<file path="src/design/pet_fifo.sv">
// Small register-based FIFO with valid/ready on both sides.
module pet_fifo #(
    parameter int WIDTH = 8,
    parameter int DEPTH = 2
) (
    input  logic             i_clk,
    input  logic             i_rst_n,
    input  logic             i_in_valid,
    output logic             o_in_ready,
    input  logic [WIDTH-1:0] i_in_data,
    output logic             o_out_valid,
    input  logic             i_out_ready,
    output logic [WIDTH-1:0] o_out_data
);

    localparam int AW   = (DEPTH > 1) ? $clog2(DEPTH) : 1;
    localparam int CNTW = $clog2(DEPTH + 1);

    logic [WIDTH-1:0] r_mem [DEPTH];
    logic [AW-1:0]    r_wptr;
    logic [AW-1:0]    r_rptr;
    logic [CNTW-1:0]  r_count;
    logic             do_push;
    logic             do_pop;

    assign o_in_ready  = (r_count != CNTW'(DEPTH));
    assign o_out_valid = (r_count != '0);
    assign o_out_data  = r_mem[r_rptr];
    assign do_push     = i_in_valid && o_in_ready;
    assign do_pop      = o_out_valid && i_out_ready;

    always_ff @(posedge i_clk) begin
        if (do_push) begin
            r_mem[r_wptr] <= i_in_data;
        end
    end

    always_ff @(posedge i_clk) begin
        if (!i_rst_n) begin
            r_wptr  <= '0;
            r_rptr  <= '0;
            r_count <= '0;
        end else begin
            if (do_push) begin
                r_wptr <= (r_wptr == AW'(DEPTH - 1)) ? '0 : r_wptr + 1'b1;
            end
            if (do_pop) begin
                r_rptr <= (r_rptr == AW'(DEPTH - 1)) ? '0 : r_rptr + 1'b1;
            end
            case ({do_push, do_pop})
                2'b10:   r_count <= r_count + 1'b1;
                2'b01:   r_count <= r_count - 1'b1;
                default: r_count <= r_count;
            endcase
        end
    end

endmodule

</file>
<file path="config.mk">
export PLATFORM = sky130hd
export DESIGN_NAME = pet_fifo
export DESIGN_NICKNAME = d
export VERILOG_FILES = /design/src/design/pet_fifo.sv
export SDC_FILE = /design/constraint.sdc
export NUM_CORES = 1
export LEC_CHECK = 0
export ABC_AREA = 1
export BUFFER_PORTS_ARGS = -buffer_cell sky130_fd_sc_hd__buf_2
export CAP_MARGIN = 20
export CORE_UTILIZATION = 35
export DETAILED_ROUTE_END_ITERATION = 10
export GPL_ROUTABILITY_DRIVEN = 0
export SLEW_MARGIN = 20
export SYNTH_ARGS = -nofsm -noshare
export SYNTH_HDL_FRONTEND = slang
export SYNTH_SLANG_ARGS = --single-unit
</file>
<file path="constraint.sdc">
create_clock -name i_clk -period 1.95 [get_ports i_clk]
set_clock_uncertainty 0.2 [all_clocks]
set_input_delay 0.195 -clock i_clk [delete_from_list [all_inputs] [get_ports i_clk]]
set_output_delay 0.195 -clock i_clk [all_outputs]
set_load 0.05 [all_outputs]
</file>
==> impl_metrics.yaml <==
hold_path:
  hp-class: "primary input to register"
worst_setup_path:
  cp_max_fo: 8
  setup.worst_path.class: "register to primary output"
  timing.critical_path.required_ns: 1.55
  worst-endpoint-arrival_ns: 1.43
  cp-end-kind: "primary output"
  startpoint_type: "register"
yosys:
  synth_top_cell_area_share_pct: 57.2
  ys.flop_type: "sky130_fd_sc_hd__edfxtp_1"
  post-synth-top-count-cell: "sky130_fd_sc_hd__edfxtp_1"
  synthesis.yosys.warnings: 0
  yosys.area_share.xor_xnor_pct: 0
  synth_cell_types: 17
  total_nets_after_synthesis: 74
  post_synth_inst_count: 61
  share_of_synthesized_registers_carrying_an_async_set_or_reset_pct: 0
  synthTopCellsByArea: "sky130_fd_sc_hd__edfxtp_1 (57%), sky130_fd_sc_hd__dfxtp_1 (12%), sky130_fd_sc_hd__mux2_2 (11%)"
  main_combinational_cell_family_by_area_after_synthesis: "simple AND/OR/NAND/NOR gates"
  leading_post_synthesis_cells_by_instance_count: "sky130_fd_sc_hd__edfxtp_1 (16), sky130_fd_sc_hd__mux2_2 (8), sky130_fd_sc_hd__nor2_1 (8), sky130_fd_sc_hd__dfxtp_1 (5), sky130_fd_sc_hd__nand2_1 (5)"
  yosys.area.top_type: "sky130_fd_sc_hd__edfxtp_1"
  synth.mux.area_fraction_pct: 10.7
  ys_seq_area_share_pct: 69.2
  synthesis.area_per_instance_sq_um: 13.8
  synth-simple-area-share_pct: 13.6
  synth_enable_flop_cells: 16
  mappedNetlistArea_sq_um: 840
  synth-compound-area-share_pct: 2.24
  synthAdderAreaFrac_pct: 1.49
  synth-seq-cells: 21
timing:
  finalSetupViolations: 0
  holdWs_ns: 0.0246
  slew-limit-headroom_pct: 67.8
  max_clock_freq_ghz: 0.547
  grt_setup_unrepaired: "no"
  endpoints_failing_hold: 0
  final_period_minus_worst_setup_slack_ns: 1.83
  worstMarginPinSlew_ns: 0.482
  final.setup.tns_ns: 0
  final_slew_violations: 0
  period_share_pct: 93.8
floorplanning:
  fp.dieArea_sq_um: 2600
  fp-row-count: 17
  dieWidth_microns: 51.0
  coreArea_sq_um: 2230
  boundaryPins: 22
  fp.dieH_microns: 51.0
  initial_core_util_pct: 37.6
cells_and_area:
  insertedDiodeCount: 0
  post-route-cell-area_sq_um: 1100
  layout_cells_sized_above_1_pct: 45.3
  flow.area_growth_from_synthesis_pct: 31.0
  layout.nets: 109
drt:
  drt_pass1_iterations: 3
  drcViolationCount: 0
  ant_nets: 0
  wl_per_instance_microns: 10.6
  detail_route.iter0.violations: 5
  dr_total_vias: 549
  avgViaCountPerCell: 4.46
  drt-total-wl_microns: 1310
clocking:
  cts_max_path_buffers: 2
  h_tree_level_count: 1
  clock_tree_from_tritoncts: "built"
  cts_buffers: 3
  cts.reportedPaths.clkPinSlew_ns: 0.12
  cts-root-buf: "sky130_fd_sc_hd__clkbuf_4"
  postCtsSetupRepairBufs: 0
  post_cts_resized: 0
  ctsHoldBuffers: 9
  clock_latency_ns: 0.30
  clock-sinks: 21
grt:
  gr-usage-all-layers_pct: 11.3
  grt_pass1_wl_microns: 2050
  antenna_found_initial: 0
  grt_max_degree: 13
  grt_overflow_total: 0
  grt_pass1_vias: 523
placement:
  port_buffers: 21
  hpwl_microns: 903
  placed_area_sq_um: 982
run:
  maxCapViolations: 0
power:
  power_switching_share_pct: 38.5
  intPower_mw: 0.772
  leakagePower_nw: 0.449
  vdd_drop_max_mv: 0.588
  power.net_switching_mw: 0.483
  p_clk_share_pct: 15.9
  power_density_nw_per_um2: 1140
  pwr-share-comb_pct: 37.0
  seq_power_share_pct: 47.1
run_status:
  status: "complete, no violations"
[power by group through the flow]
stage / sequential [mW] / combinational [mW] / clock (mW)
6_report: 0.591 / 0.464 / 0.200
3_3_place_gp: 0.600 / 0.449 / 0
4_1_cts: 0.593 / 0.471 / 0.209
5_1_grt: 0.600 / 0.498 / 0.225
3_5_place_dp: 0.603 / 0.457 / 0
2_1_floorplan: 0.582 / 0.378 / 0
[flip-flops by register name (all words and copies together), names as in the netlist, named ones only]
signal and flops:
r_count 2, r_mem 16, r_wptr 1, r_rptr 1
[through the flow]
step | power [mW] | instances | setup slack, ns | util, %
floorplan | 0.960 | 61 | 0.325 | -
global placement | 1.05 | 110 | 0.377 | 44.0
detailed placement | 1.06 | 110 | 0.380 | 44.0
CTS | 1.27 | 123 | 0.0859 | 49.2
global route | 1.32 | 123 | 0.0386 | 49.2
finish | 1.26 | 123 | 0.121 | 49.2
[cell families (layout without fill, tap and decap cells)]
group | count (synthesis) | after routing
flops | 21 | 21
simple gates | 22 | 22
fa+ha+maj | 1 | 1
mux | 8 | 8
buf+inv | 6 | 40
compound gates | 3 | 3
[area by class of cell]
class | count | area, sq um
flip-flops and latches | 21 | 581
inverters | 5 | 18.8
repair buffers | 31 | 203
multi-input cells | 34 | 235
fillers | 219 | 1130
clock buffers | 3 | 22.5
well taps | 28 | 35.0
clock inverters | 1 | 5.00
[cell usage in the layout, fill, tap and decap left out, types with 2 or more instances in the layout]
| cell type | instances |
|---|---|
| sky130_fd_sc_hd__dfxtp_1 | 5 |
| sky130_fd_sc_hd__inv_1 | 4 |
| sky130_fd_sc_hd__edfxtp_1 | 16 |
| sky130_fd_sc_hd__mux2_2 | 8 |
| sky130_fd_sc_hd__buf_2 | 21 |
| sky130_fd_sc_hd__nand2_4 | 2 |
| sky130_fd_sc_hd__nand2_2 | 3 |
| sky130_fd_sc_hd__nand2_1 | 5 |
| sky130_fd_sc_hd__nor2_2 | 2 |
| sky130_fd_sc_hd__dlygate4sd3_1 | 9 |
| sky130_fd_sc_hd__clkbuf_4 | 3 |
| sky130_fd_sc_hd__nor2_1 | 8 |
[layer usage]
metal | track usage [%] | part of all wire, % | up-vias
met3 | 3.57 | 4.0 | 2
met5 | 0 | 0 | -
met2 | 19.7 | 52 | 12
met4 | 6.94 | 0.99 | 0
li1 | - | - | 275
met1 | 11.7 | 43 | 260
[path summary, 6_finish.rpt]
check,from,endpoint,slack (ns),depth (start not counted)
worst min register to register,r_rptr,register,0.33,2
worst min-delay path,i_out_ready,r_rptr,0.02,4
worst max register to register,r_count[1],r_count[1],0.40,7
worst max-delay path,register,o_out_data[3],0.12,2
[critical path, stage by stage (launching register included)]
cell,delay [ns]
sky130_fd_sc_hd__dfxtp_1,0.56
sky130_fd_sc_hd__mux2_2,0.38
sky130_fd_sc_hd__buf_2,0.21
Note: power is estimated with default switching activity, not from simulation.
