### config.mk
export PLATFORM = sky130hd
export DESIGN_NAME = pet_back
export DESIGN_NICKNAME = d
export VERILOG_FILES = /design/src/design/pet_pkg.sv /design/src/design/pet_back.sv
export SDC_FILE = /design/constraint.sdc
export NUM_CORES = 1
export LEC_CHECK = 0
export ABC_AREA = 1
export BUFFER_PORTS_ARGS = -buffer_cell sky130_fd_sc_hd__clkbuf_2
export CELL_PAD_IN_SITES_DETAIL_PLACEMENT = 0
export CELL_PAD_IN_SITES_GLOBAL_PLACEMENT = 1
export CORE_MARGIN = 1
export CORE_UTILIZATION = 30
export DETAILED_ROUTE_END_ITERATION = 10
export GPL_TIMING_DRIVEN = 0
export PLACE_DENSITY = 0.74
export SKIP_CTS_REPAIR_TIMING = 1
export SYNTH_ARGS = -nofsm -noshare
export SYNTH_HDL_FRONTEND = slang
export SYNTH_SLANG_ARGS = --single-unit
### constraint.sdc
create_clock -name i_clk -period 3 [get_ports i_clk]
set_input_delay 0.15 -clock i_clk [delete_from_list [all_inputs] [get_ports i_clk]]
set_output_delay 0.15 -clock i_clk [all_outputs]
set_load 0.02 [all_outputs]
### src/design/pet_pkg.sv
// Shared types, constants and defaults for the Prewitt edge threshold block.
package pet_pkg;

    localparam int P_MAX_WIDTH  = 1024;
    localparam int P_PIXEL_BITS = 8;

    localparam int PIXEL_FIELD_BITS = 8;
    localparam int ROW_BITS         = 12;
    localparam int COL_BITS         = 10;
    localparam int EDGE_BITS        = 8;

    localparam int WIDTH_REG_BITS  = 11;
    localparam int HEIGHT_REG_BITS = 13;
    localparam int THRESH_BITS     = 11;
    localparam int CFG_IDX_BITS    = 2;
    localparam int CFG_DATA_BITS   = 13;

    localparam int MIN_DIM    = 3;
    localparam int MAX_HEIGHT = 4096;

    localparam logic [CFG_IDX_BITS-1:0] REG_IMAGE_WIDTH    = 2'd0;
    localparam logic [CFG_IDX_BITS-1:0] REG_IMAGE_HEIGHT   = 2'd1;
    localparam logic [CFG_IDX_BITS-1:0] REG_EDGE_THRESHOLD = 2'd2;

    localparam logic [WIDTH_REG_BITS-1:0]  RST_IMAGE_WIDTH    = 11'd1024;
    localparam logic [HEIGHT_REG_BITS-1:0] RST_IMAGE_HEIGHT   = 13'd1024;
    localparam logic [THRESH_BITS-1:0]     RST_EDGE_THRESHOLD = 11'd128;

    localparam logic [EDGE_BITS-1:0] EDGE_ON  = 8'd255;
    localparam logic [EDGE_BITS-1:0] EDGE_OFF = 8'd0;

    localparam int MID_QUEUE_DEPTH = 4;
    localparam int OUT_QUEUE_DEPTH = 2;

    typedef struct packed {
        logic [PIXEL_FIELD_BITS-1:0] pixel;
        logic                        start_of_frame;
    } t_req;

    typedef struct packed {
        logic [ROW_BITS-1:0] center_row;
        logic [COL_BITS-1:0] center_col;
        logic                last;
    } t_tag;

    typedef struct packed {
        logic [EDGE_BITS-1:0] edge_value;
        logic [ROW_BITS-1:0]  center_row;
        logic [COL_BITS-1:0]  center_col;
        logic                 last;
    } t_res;

endpackage

### src/design/pet_back.sv
// Back end: Prewitt sums, gradient magnitude and threshold.
module pet_back import pet_pkg::*; #(
    parameter int PIXEL_BITS = P_PIXEL_BITS
) (
    input  logic                            i_clk,
    input  logic                            i_rst_n,
    input  logic                            i_ent_valid,
    output logic                            o_ent_ready,
    input  logic [2:0][2:0][PIXEL_BITS-1:0] i_ent_win,
    input  t_tag                            i_ent_tag,
    input  logic [THRESH_BITS-1:0]          i_edge_threshold,
    output logic                            o_res_valid,
    input  logic                            i_res_ready,
    output t_res                            o_res
);

    localparam int SB = PIXEL_BITS + 2;
    localparam int GB = SB + 1;

    logic          b1_adv;
    logic          b2_adv;

    logic          r_b1_valid;
    logic [SB-1:0] r_b1_right;
    logic [SB-1:0] r_b1_left;
    logic [SB-1:0] r_b1_bottom;
    logic [SB-1:0] r_b1_upper;
    t_tag          r_b1_tag;

    logic [SB-1:0] gx;
    logic [SB-1:0] gy;

    logic          r_b2_valid;
    logic [GB-1:0] r_b2_g;
    t_tag          r_b2_tag;

    assign b2_adv      = !r_b2_valid || i_res_ready;
    assign b1_adv      = !r_b1_valid || b2_adv;
    assign o_ent_ready = b1_adv;

    always_ff @(posedge i_clk) begin
        if (!i_rst_n) begin
            r_b1_valid <= 1'b0;
            r_b2_valid <= 1'b0;
        end else begin
            if (b1_adv) begin
                r_b1_valid <= i_ent_valid;
            end
            if (b2_adv) begin
                r_b2_valid <= r_b1_valid;
            end
        end
    end

    // Column and row sums of the window
    always_ff @(posedge i_clk) begin
        if (b1_adv) begin
            r_b1_right  <= SB'(i_ent_win[0][2]) + SB'(i_ent_win[1][2]) + SB'(i_ent_win[2][2]);
            r_b1_left   <= SB'(i_ent_win[0][0]) + SB'(i_ent_win[1][0]) + SB'(i_ent_win[2][0]);
            r_b1_bottom <= SB'(i_ent_win[2][0]) + SB'(i_ent_win[2][1]) + SB'(i_ent_win[2][2]);
            r_b1_upper  <= SB'(i_ent_win[0][0]) + SB'(i_ent_win[0][1]) + SB'(i_ent_win[0][2]);
            r_b1_tag    <= i_ent_tag;
        end
    end

    assign gx = (r_b1_right >= r_b1_left) ? r_b1_right - r_b1_left : r_b1_left - r_b1_right;
    assign gy = (r_b1_bottom >= r_b1_upper) ? r_b1_bottom - r_b1_upper
                                            : r_b1_upper - r_b1_bottom;

    always_ff @(posedge i_clk) begin
        if (b2_adv) begin
            r_b2_g   <= GB'(gx) + GB'(gy);
            r_b2_tag <= r_b1_tag;
        end
    end

    assign o_res_valid       = r_b2_valid;
    assign o_res.edge_value  = (32'(r_b2_g) <= 32'(i_edge_threshold)) ? EDGE_OFF : EDGE_ON;
    assign o_res.center_row  = r_b2_tag.center_row;
    assign o_res.center_col  = r_b2_tag.center_col;
    assign o_res.last        = r_b2_tag.last;

endmodule

==> impl_metrics.env <==
export IMPL_whs_ns=0.00910
export IMPL_first_pass_iters=8
export IMPL_portBuffers=134
export IMPL_dpl_hpwl_um=15100
export IMPL_syn_area_sq_um=7900
export IMPL_async_flop_share=0
export IMPL_path_max_fanout=6
export IMPL_synth_seq_cells=99
export IMPL_num_nets_final=1321
export IMPL_violations="DRC"
export IMPL_finalSetupTns_ns=0
export IMPL_antenna_cells=0
export IMPL_fin_util=0.389
export IMPL_synthAdderAreaFrac=0.242
export IMPL_grt_max_degree=66
export IMPL_final_cells=1423
export IMPL_wire_per_inst_um=12.8
export IMPL_core_area_sq_um=26000
export IMPL_synthesis_nets=1135
export IMPL_synth_simple_area_share=0.190
export IMPL_hold_viol=0
export IMPL_fillers=2646
export IMPL_vdd_drop_max_mv=0.662
export IMPL_drt_iter0_markers=181
export IMPL_multi_input_area_sq_um=4610
export IMPL_cp_top_family="simple AND/OR/NAND/NOR gates"
export IMPL_cp_common_cell="nand3_2"
export IMPL_postLayoutCellArea_sq_um=10100
export IMPL_start_util=0.304
export IMPL_h_tree_depth=3
export IMPL_overflow=0
export IMPL_drive_above_1_share=0.243
export IMPL_tightest_slew_ns=0.912
export IMPL_cp_end_kind="flip-flop"
export IMPL_dieArea_sq_um=27000
export IMPL_cp_buffers_inverters=2
export IMPL_yosysSeqAreaShare=0.374
export IMPL_clock_sinks=99
export IMPL_io_pins=143
export IMPL_grt_pass1_vias=5980
export IMPL_gp_congestion=0.867
export IMPL_drc=2
export IMPL_skew_ns=0.0130
export IMPL_yosysTopAreaCell="edfxtp_1"
export IMPL_synth_top_family_by_area="adder cells"
export IMPL_totalWireLength_um=18200
export IMPL_setup_viol_count_final=0
export IMPL_routed_via_density=4.37
export IMPL_synth_top_area_frac=0.369
export IMPL_grt_pass1_wl_um=28500
export IMPL_critPathRequiredTime_ns=3.10
export IMPL_place_area_sq_um=9000
export IMPL_antenna_left=0
export IMPL_synthCells=897
export IMPL_num_vias=6212
export IMPL_worstSetupPathType="flip-flop to flip-flop"
export IMPL_muxShareOfSynthArea=0
export IMPL_report_final_slew_viol_count=0
export IMPL_place_inst=1366
export IMPL_ys_types=32
export IMPL_synth_ff_type="edfxtp_1"
export IMPL_status="finished with violations"
export IMPL_hold_class="primary input to flip-flop"
export IMPL_yosysWarnings=0
export IMPL_slew_headroom=0.392
export IMPL_cp_start_kind="flip-flop"
export IMPL_area_delta_synth_final_pct=27.9
export IMPL_power_density_nw_per_um2=1280
export IMPL_synth_edf_count=97
export IMPL_num_rows=59
export IMPL_period_minus_slack_ns=2.92
export IMPL_arrival_ns=3.02
export IMPL_critical_path_slowest_cell="ha_2"
export IMPL_grt_setup_unrepaired="yes"
export IMPL_min_period_over_period=0.974
export IMPL_clk_pin_slew_ns=0.08
export IMPL_syn_avg_cell_area_sq_um=8.81
export IMPL_die_w_um=164
export IMPL_clk_latency_ns=0.35
export IMPL_grt_usage=0.136
export IMPL_slowest_delay_ns=0.42
export IMPL_antenna_found_initial=0
export IMPL_fmax_ghz=0.342
export IMPL_cap_violations=0
export IMPL_fp_dieH_um=164
export IMPL_yosys_top_cells_area="edfxtp_1, ha_1, nand2_1"
export IMPL_synth_xor_area_frac=0.0399
export IMPL_tritoncts="done"
export IMPL_crit_chain="ha_2 -> nand2_2 -> nor2_1 -> nand3_2 -> nand4_4 -> buf_6 -> nand2_1 -> o21ai_2 -> inv_2 -> fa_2 -> o21ai_4 -> nand3_1 -> nand3_2 -> xor2_1"
export IMPL_cts_buffers=9
export IMPL_cts_root_buf="clkbuf_16"
export IMPL_p_leak_uw=0.00506
export IMPL_ctsLongestPathBuffers=2
export IMPL_regArea_sq_um=2950
export IMPL_synth_compound_area_share=0.0594
-- layer usage --
metal / global-route usage / vias to the layer above / routed length (um)
met3: 0.0227 / 17 / 886
met4: 0.0366 / 0 / 264
met2: 0.234 / 184 / 8600
met5: 0 / - / 0
met1: 0.175 / 2766 / 8500
li1: - / 3245 / -
-- layout make-up --
class | count | share of cell area
Clock inverter | 7 | 0.00854
Inverter | 181 | 0.0675
Multi-Input combinational cell | 606 | 0.456
Sequential cell | 99 | 0.292
Timing Repair Buffer | 176 | 0.104
Tap cell | 335 | 0.0415
Clock buffer | 9 | 0.0223
Buffer | 10 | 0.00780
-- worst register-to-register path, stage by stage, from the launching register on --
cell and delay, ns:
edfxtp_1 0.40, ha_2 0.42, nand2_2 0.11, nor2_1 0.23, nand3_2 0.14, nand4_4 0.16
buf_6 0.14, nand2_1 0.06, o21ai_2 0.09, inv_2 0.06, fa_2 0.42, o21ai_4 0.17
nand3_1 0.10, nand3_2 0.09, xor2_1 0.07
-- cells in the mapped netlist (4+ instances only) --
library cell,count
nand2_1,232
ha_1,87
a21oi_1,49
nor2_1,36
nand3_1,71
xor2_1,30
inv_1,178
nand4_1,11
xnor2_1,6
buf_4,7
fa_1,41
edfxtp_1,97
o21ai_1,4
o21ai_0,13
-- report_power, final --
part	leakage [uW]	switching [uW]	internal, uW
clock network	0.000152	564	603
logic	0.00386	5470	3950
registers	0.00104	172	2170
total	0.00506	6200	6730
-- per-stage QoR --
| step | setup WS (ns) | power, uW |
|---|---|---|
| 4_1_cts | -0.372 | 10900 |
| 5_1_grt | -0.0816 | 14300 |
| 3_5_place_dp | -0.353 | 9690 |
| 6_report | 0.0769 | 12900 |
| 2_1_floorplan | 0.0182 | 7990 |
| 3_3_place_gp | -0.435 | 9580 |
-- path summary, 6_finish.rpt --
path	from	to	slack (ns)	depth (start not counted)
max reg2reg	r_b1_left[6]	r_b2_g[8]	0.08	14
min reg2reg	r_b1_tag[21]	o_res[21]	0.42	0
min	i_ent_valid	r_b1_valid	0.009	3
max	r_b1_left[6]	r_b2_g[8]	0.08	14
-- cell usage in the layout (no fill, tap or decap), drive strengths merged, types with 2 or more instances in the layout --
cell type | Yosys | final
nand2 | 234 | 234
inv | 181 | 186
clkbuf | 0 | 144
edfxtp | 97 | 97
ha | 87 | 87
nand3 | 71 | 71
a21oi | 50 | 50
fa | 41 | 41
nor2 | 40 | 40
xor2 | 30 | 30
buf | 11 | 28
dlygate4sd3 | 0 | 23
o21ai | 19 | 19
nand4 | 13 | 13
xnor2 | 6 | 6
o21a | 3 | 3
a21o | 3 | 3
o211ai | 2 | 2
o31ai | 2 | 2
clkinv | 0 | 2
dfxtp | 2 | 2
o21bai | 2 | 2
-- flip-flops by register name, indices dropped and copies added (netlist names) --
name,count
r_b2_g,11
r_b1_bottom,10
r_b1_right,10
r_b1_tag,23
o_res_valid,1
r_b1_valid,1
r_b1_upper,10
r_b1_left,10
o_res,23
-- kinds of logic after synthesis --
group	after synthesis
and+or+nand+nor	358
xor gates and xnor gates	36
DFF	99
adders and majority gates	128
buffers and inverters	192
AOI/OAI and AO/OA	84
(Power assumes the default switching activity.)
